[src/tccw_pkg.sv]
`timescale 1ns / 1ps
// Shared constants, codes and types for the text console character writer.
// No dependencies; every other file of the block imports this package.
package tccw_pkg;

   // Screen geometry
   localparam int COLS  = 80;
   localparam int ROWS  = 25;
   localparam int CELLS = ROWS * COLS;

   // Field widths
   localparam int COL_W     = 7;
   localparam int ROW_W     = 5;
   localparam int OFS_W     = 11;
   localparam int CHAR_W    = 8;
   localparam int ATTR_W    = 8;
   localparam int COLOR_W   = 4;
   localparam int OP_W      = 2;
   localparam int CSR_IDX_W = 2;
   localparam int CELL_W    = CHAR_W + ATTR_W;

   // Cell store addressing
   localparam int CELL_AW   = $clog2(CELLS);
   localparam int CELL_XW   = ROW_W + $clog2(COLS + 1) + COL_W + 1;
   localparam int COPY_LAST = (ROWS - 1) * COLS - 1;

   // Opcodes
   localparam logic [OP_W-1:0] OP_PUT   = 2'd0;
   localparam logic [OP_W-1:0] OP_CLEAR = 2'd1;
   localparam logic [OP_W-1:0] OP_READ  = 2'd2;

   // Control characters
   localparam logic [CHAR_W-1:0] CH_BS      = 8'h08;
   localparam logic [CHAR_W-1:0] CH_TAB     = 8'h09;
   localparam logic [CHAR_W-1:0] CH_LF      = 8'h0A;
   localparam logic [CHAR_W-1:0] CH_CR      = 8'h0D;
   localparam logic [CHAR_W-1:0] BLANK_CHAR = 8'h20;
   localparam int                TAB_STOP   = 8;

   // Attribute after reset
   localparam logic [ATTR_W-1:0] RESET_ATTR = 8'h0F;
   localparam logic [COLOR_W-1:0] RESET_FG  = 4'hF;
   localparam logic [COLOR_W-1:0] RESET_BG  = 4'h0;

   // Register indexes
   localparam logic [CSR_IDX_W-1:0] CSR_FG_COLOR = 2'd0;
   localparam logic [CSR_IDX_W-1:0] CSR_BG_COLOR = 2'd1;

   // Sweep modes of the store sequencer
   localparam int SWP_W = 2;
   localparam logic [SWP_W-1:0] SWP_NONE = 2'd0;
   localparam logic [SWP_W-1:0] SWP_INIT = 2'd1;
   localparam logic [SWP_W-1:0] SWP_FILL = 2'd2;
   localparam logic [SWP_W-1:0] SWP_COPY = 2'd3;

   typedef struct packed {
      logic [OP_W-1:0]   opcode;
      logic [CHAR_W-1:0] char_code;
      logic [ROW_W-1:0]  cell_row;
      logic [COL_W-1:0]  cell_col;
   } req_payload_type;

   typedef struct packed {
      logic [COL_W-1:0]  cursor_col;
      logic [ROW_W-1:0]  cursor_row;
      logic [OFS_W-1:0]  cursor_offset;
      logic [CHAR_W-1:0] read_char;
      logic [ATTR_W-1:0] read_attr;
   } rsp_payload_type;

   // Controller to datapath
   typedef struct packed {
      logic             exec;
      logic [SWP_W-1:0] sweep_mode;
      logic             load_rsp;
   } cmd_type;

   // Datapath to controller
   typedef struct packed {
      logic put_scroll;
      logic is_clear;
      logic sweep_last;
   } status_type;

   function automatic logic [CELL_AW-1:0] cell_addr(input logic [ROW_W-1:0] r,
                                                    input logic [COL_W-1:0] c);
      logic [CELL_XW-1:0] full;
      full = CELL_XW'(r) * CELL_XW'(COLS) + CELL_XW'(c);
      return full[CELL_AW-1:0];
   endfunction

endpackage

[src/tccw_ctrl.sv]
`timescale 1ns / 1ps
// Controller FSM of the text console character writer: sequencing of
// items, store sweeps and the response valid. Depends on tccw_pkg.
module tccw_ctrl import tccw_pkg::*; (
   input  logic       clock,
   input  logic       reset,
   input  logic       req_valid,
   output logic       req_ready,
   output logic       rsp_valid,
   input  logic       rsp_ready,
   input  status_type status,
   output cmd_type    cmd
);

   localparam logic [2:0] S_INIT  = 3'd0;
   localparam logic [2:0] S_IDLE  = 3'd1;
   localparam logic [2:0] S_COPY  = 3'd2;
   localparam logic [2:0] S_DRAIN = 3'd3;
   localparam logic [2:0] S_FILL  = 3'd4;
   localparam logic [2:0] S_DONE  = 3'd5;

   logic [2:0] state_ff, state_in;
   logic       rsp_valid_ff, rsp_valid_in;

   always_comb begin
      state_in       = state_ff;
      cmd.exec       = 1'b0;
      cmd.sweep_mode = SWP_NONE;
      cmd.load_rsp   = 1'b0;
      req_ready      = 1'b0;
      unique case (state_ff)
         S_INIT: begin
            cmd.sweep_mode = SWP_INIT;
            if (status.sweep_last) state_in = S_IDLE;
         end
         S_IDLE: begin
            req_ready = 1'b1;
            if (req_valid) begin
               cmd.exec = 1'b1;
               if (status.is_clear)        state_in = S_FILL;
               else if (status.put_scroll) state_in = S_COPY;
               else                        state_in = S_DONE;
            end
         end
         S_COPY: begin
            cmd.sweep_mode = SWP_COPY;
            if (status.sweep_last) state_in = S_DRAIN;
         end
         // last copied cell lands in the store here
         S_DRAIN: begin
            state_in = S_FILL;
         end
         S_FILL: begin
            cmd.sweep_mode = SWP_FILL;
            if (status.sweep_last) state_in = S_DONE;
         end
         S_DONE: begin
            if (!rsp_valid_ff || rsp_ready) begin
               cmd.load_rsp = 1'b1;
               state_in     = S_IDLE;
            end
         end
         default: begin
            state_in = S_IDLE;
         end
      endcase
   end

   always_comb begin
      rsp_valid_in = rsp_valid_ff;
      if (cmd.load_rsp)     rsp_valid_in = 1'b1;
      else if (rsp_ready)   rsp_valid_in = 1'b0;
   end

   always_ff @(posedge clock) begin
      if (reset) begin
         state_ff     <= S_INIT;
         rsp_valid_ff <= 1'b0;
      end else begin
         state_ff     <= state_in;
         rsp_valid_ff <= rsp_valid_in;
      end
   end

   assign rsp_valid = rsp_valid_ff;

endmodule

[config.mk]
export PLATFORM = sky130hd
export DESIGN_NAME = tccw_ctrl
export DESIGN_NICKNAME = d
export VERILOG_FILES = /design/src/tccw_pkg.sv /design/src/tccw_ctrl.sv
export SDC_FILE = /design/constraint.sdc
export NUM_CORES = 1
export LEC_CHECK = 0
export ABC_AREA = 1
export BUFFER_PORTS_ARGS = -buffer_cell sky130_fd_sc_hd__buf_2
export CORE_AREA = 2 2 39 41
export DETAILED_ROUTE_END_ITERATION = 16
export DIE_AREA = 0 0 41 43
export PLACE_DENSITY = 0.56
export SYNTH_ARGS = -nofsm -noshare
export SYNTH_HDL_FRONTEND = slang
export SYNTH_SLANG_ARGS = --single-unit
[constraint.sdc]
create_clock -name clock -period 1.1 [get_ports clock]
set_input_delay 0.275 -clock clock [delete_from_list [all_inputs] [get_ports clock]]
set_output_delay 0.275 -clock clock [all_outputs]
set_load 0.05 [all_outputs]
==> impl_metrics.ini, run 1 <==
[sta]
fmax_mhz = 725
hold_violations = 0
relSlewSlack_pct = 81.9
fin_crit_sh_pct = 125
totalNegativeSetupSlack_ns = -1.88
setup_violations = 8
holdWs_ns = 0.317
final_max_slew_viol_count = 0
min_period_ns = 1.38
fin_skew_ns = 0.00567
tightest_slew_ns = 0.269
rsz0062_at_grt = true
fin_ws_ns = -0.279

[synthesis]
synth_area_um2 = 315
yosys_warnings = 0
syn_inst = 50
synth-seq-cells = 4
ys_types = 17
synth.avg_cell_area_um2 = 6.31
yosysSeqAreaShare_pct = 25.4
synth_nets = 57

[drt]
via_per_inst = 4.16
firstDrtPassIters = 4
postRouteAntennaNets = 0
via_count = 420
wirelength_um = 958
drc = 0
wl_per_cell_um = 9.49
drtIter0Drc = 3

[worst_setup_path]
r2r_slack_ns = -0.23
crit_fanout = 4
path_delay_family = simple AND/OR/NAND/NOR gates
worst_ep_arrival_time_ns = 1.10
r2r-start = state_ff[0]
crit_chain = nor2_1 -> nand2_1 -> nand2_4 -> buf_8
crit_type = reg2out
cp_num_buf_inv = 1
worstSetupStartpointType = flip-flop
slowest_delay_ns = 0.34
critPathSlowestCell = dfxtp_2
r2r_cells = 10
endpoint_kind = output port
reg2reg_to = state_ff[1]
required_ns = 0.82

[placed_design]
placedInstanceArea_um2 = 539
place_congestion = 0.738
dpl.hpwl_um = 648
placedCellCount = 91
port_buffers = 12

[cts]
cts.reportedPaths.clkPinSlew_ns = 0.04
h-tree-depth = 1
cts_tree = done
cts_buffer_depth = 2
hold_buffers = 0
cts_sinks = 4
cts-buffers-inserted = 3
clkLatencyLatePin_ns = 0.24
root_buffer = clkbuf_4

[job]
drv_cap = 0

[floorplanning]
die-area_um2 = 1760
die_w_um = 41
die_y_um = 43
core_region_area_um2 = 1380
row_count = 14
initial_core_util_pct = 22.8
num_io_pins = 13

[pwr]
power_density_nw_per_um2 = 1370
ir_worst_vdd_mv = 0.604
p_leak_uw = 0.000349

[layout]
antennaDiodeCount = 0
final_util_pct = 50.0
drive_above_1_share_pct = 71.8
nets = 93
final_cell_mix = buf_4, nand2_1, inv_1, buf_2
fillers = 145
multi_input_area_um2 = 248
instances_no_fill = 101
final_common_cell = buf_4
syn2layout_area_growth_pct = 119
fin_area_um2 = 692
seq_area_um2 = 87.6

[global_routing]
grt_pass1_vias = 360
grt_max_degree = 6
grt_pass1_wl_mm = 1.40
antenna_found_initial = 0
grt_util_all_layers_pct = 11.8
gr-total-overflow = 0

[min_path]
min_from = reset
hold_path_end = state_ff[2]
min_path_cells = 4
hold_path.class = in2reg

[status]
status = finished with violations
violations = setup timing
==> flip-flops by register name (all words and copies together) (netlist names) <==
signal	count
state_ff	3
rsp_valid	1
==> cell usage after synthesis <==
| master | n | area (um^2) |
|---|---|---|
| o31ai_1 | 1 | 7.51 |
| o21ai_0 | 1 | 5.00 |
| buf_4 | 1 | 7.51 |
| o21a_1 | 1 | 7.51 |
| nand2_2 | 1 | 6.26 |
| a21oi_2 | 1 | 8.76 |
| nand3_2 | 2 | 20.0 |
| nor2_1 | 9 | 33.8 |
| nor2_2 | 1 | 6.26 |
| nand3_4 | 1 | 17.5 |
| nor2_4 | 1 | 11.3 |
| nand3_1 | 1 | 5.00 |
| dfxtp_1 | 4 | 80.1 |
| inv_2 | 2 | 7.51 |
| inv_1 | 8 | 30.0 |
| nand2_1 | 14 | 52.6 |
| o21ai_2 | 1 | 8.76 |
==> metrics by stage <==
| step | power, uW | setup slack (ns) |
|---|---|---|
| 2_1_floorplan | 468 | -0.103 |
| 3_3_place_gp | 615 | -0.140 |
| 3_5_place_dp | 619 | -0.159 |
| 4_1_cts | 915 | -0.282 |
| 5_1_grt | 1000 | -0.322 |
| 6_report | 945 | -0.279 |
==> area by class of cell <==
class                      instances  area share, %
inverter                          10           6.33
clock buffer                       4           3.80
timing repair buffer              32           38.5
sequential                         4           12.7
tap                               16           2.89
multi-input combinational         35           35.8
==> power by group <==
group          leakage [uW]  internal (uW)  switching, uW
logic              0.000300            260            301
registers         0.0000347            164           18.8
clock network     0.0000150            136           64.8
==> layer usage <==
layer  track usage (%)  vias up  routed length (um)
li1                  -      222                   -
met1              13.5      187                 381
met2              20.0        9                 529
met3              1.57        2                  28
met4              6.00        0                  19
met5                 0        -                   0
==> worst max-delay path by stage <==
stage,depth (start not counted),startpoint,slack (ns),endpoint
2_1_floorplan,4,state_ff[0],-0.10,cmd[3]
3_3_place_gp,5,state_ff[0],-0.14,cmd[3]
3_5_place_dp,5,state_ff[0],-0.16,cmd[3]
4_1_cts,5,state_ff[0],-0.28,cmd[0]
5_1_grt,5,state_ff[0],-0.32,cmd[3]
6_report,4,state_ff[1],-0.28,cmd[2]
==> tightest hold or removal path: cells and delay by family <==
kind,cells,cell delay (ns)
and+or+nand+nor,2,0.10
buffers and inverters,2,0.14
==> kinds of logic after synthesis <==
kind of cell | synth area share [%]
AO/OA/AOI/OAI | 11.9
AND/OR/NAND/NOR | 48.4
flip-flops | 25.4
buffers and inverters | 14.3
==> repair_timing <==
item                                    in CTS  in global routing
pin swaps                                    2                  3
resized for setup                           16                  9
hold endpoints to repair                     0                  0
endpoints found under the setup margin       8                  9
setup buffers                                4                  2
Power figures use the tool's default switching activity.
==> inputs of run 2 (changes only) <==
- RECOVER_POWER: unset -> 100
==> run 2 against run 1 <==
  * The flow still finishes with violations (setup timing)
  * Core utilization is 0.27 points lower
  * Non-clock buffer count stayed put
  * Wire length stayed put
  * Worst hold slack hardly changed
  * Final cell count stayed put
  * Sequential share of layout area is 0.48 points lower
  * Critical path type unchanged
==> impl_metrics.ini, run 2 (synthesis results as in run 1) <==
[status]
status = finished with violations
violations = setup timing

[cts]
clkLatencyLatePin_ns = 0.24
cts_tree = done
h-tree-depth = 1
root_buffer = clkbuf_4
cts.reportedPaths.clkPinSlew_ns = 0.04
cts-buffers-inserted = 3
cts_buffer_depth = 2
cts_sinks = 4

[sta]
fin_skew_ns = 0.00575
tightest_slew_ns = 0.269
fin_ws_ns = -0.279
rsz0062_at_grt = true
final_max_slew_viol_count = 0
setup_violations = 8
fin_crit_sh_pct = 125
holdWs_ns = 0.317
relSlewSlack_pct = 81.9
fmax_mhz = 725
hold_violations = 0
min_period_ns = 1.38

[pwr]
finalPower_uw = 946
power_density_nw_per_um2 = 1370
ir_worst_vdd_mv = 0.604
p_leak_uw = 0.000349

[layout]
fin_area_um2 = 688
antennaDiodeCount = 0
regMostFlops = state_ff
largest_reg_flops = 3
multi_input_area_um2 = 248
final_cell_mix = buf_4, nand2_1, inv_1, buf_2
nets = 93
syn2layout_area_growth_pct = 118
drive_above_1_share_pct = 70.6
fillers = 147
final_common_cell = buf_4
instances_no_fill = 101
seq_area_um2 = 83.8

[worst_setup_path]
r2r_cells = 10
worstSetupStartpointType = flip-flop
endpoint_kind = output port
crit_start = state_ff[1]
crit_fanout = 4
crit_type = reg2out
reg2reg_to = state_ff[1]
r2r_slack_ns = -0.23
required_ns = 0.82
r2r-start = state_ff[0]
worst_ep_arrival_time_ns = 1.10

[job]
drv_cap = 0

[drt]
wl_per_cell_um = 9.49
via_per_inst = 4.16
drc = 0
via_count = 420
postRouteAntennaNets = 0
drtIter0Drc = 3
firstDrtPassIters = 4
wirelength_um = 958

[global_routing]
grt_util_all_layers_pct = 11.8
grt_pass1_wl_mm = 1.40
grt_max_degree = 6
gr-total-overflow = 0
antenna_found_initial = 0
grt_pass1_vias = 360

[floorplanning]
die_w_um = 41
die_y_um = 43
num_io_pins = 13
die-area_um2 = 1760
initial_core_util_pct = 22.8
row_count = 14
core_region_area_um2 = 1380

[placed_design]
port_buffers = 12
place_congestion = 0.738
dpl.hpwl_um = 648
placedCellCount = 91
dpl_worst_slack_ns = -0.159
placedInstanceArea_um2 = 539

[min_path]
min_from = reset
hold_path.class = in2reg
min_path_cells = 4
hold_path_end = state_ff[2]
## run 2: worst max-delay path by stage
stage	to	slack, ns	depth (start not counted)
floorplan	cmd[3]	-0.10	4
global placement	cmd[3]	-0.14	5
detailed placement	cmd[3]	-0.16	5
CTS	cmd[0]	-0.28	5
global route	cmd[3]	-0.32	5
finish	cmd[2]	-0.28	4
## run 2: power breakdown
part	switching (uW)	internal, uW
combinational	301	260
sequential	18.9	166
clock	64.7	136
total	384	562
## run 2: per-layer routing
layer	wire, um	vias to the layer above	track usage, %
met4	19	0	6.00
li1	-	222	-
met5	0	-	0
met1	382	187	13.5
met2	528	9	20.0
met3	28	2	1.57
## run 2: critical path, stage by stage (launching register included)
cell     delay [ns]
dfxtp_2        0.34
nor2_1         0.16
nand2_1        0.14
nand2_4        0.09
buf_8          0.14
## run 2: metrics by stage
stage	utilization, %	setup TNS (ns)
2_1_floorplan	-	-0.261
3_3_place_gp	39.0	-0.615
3_5_place_dp	39.0	-0.690
4_1_cts	47.0	-1.41
5_1_grt	49.7	-2.38
6_report	49.7	-1.88
## run 2: area by class of cell
cell class                      count  share of cell area [%]
Multi-Input combinational cell     35                    36.0
Timing Repair Buffer               32                    38.7
Clock buffer                        4                    3.82
Sequential cell                     4                    12.2
Inverter                           10                    6.36
Tap cell                           16                    2.91
## run 2: repair_timing
item,CTS,global route
endpoints found under the setup margin,8,9
hold buffers,0,0
pin swaps,2,3
gates resized for setup,16,9
buffers inserted,4,2
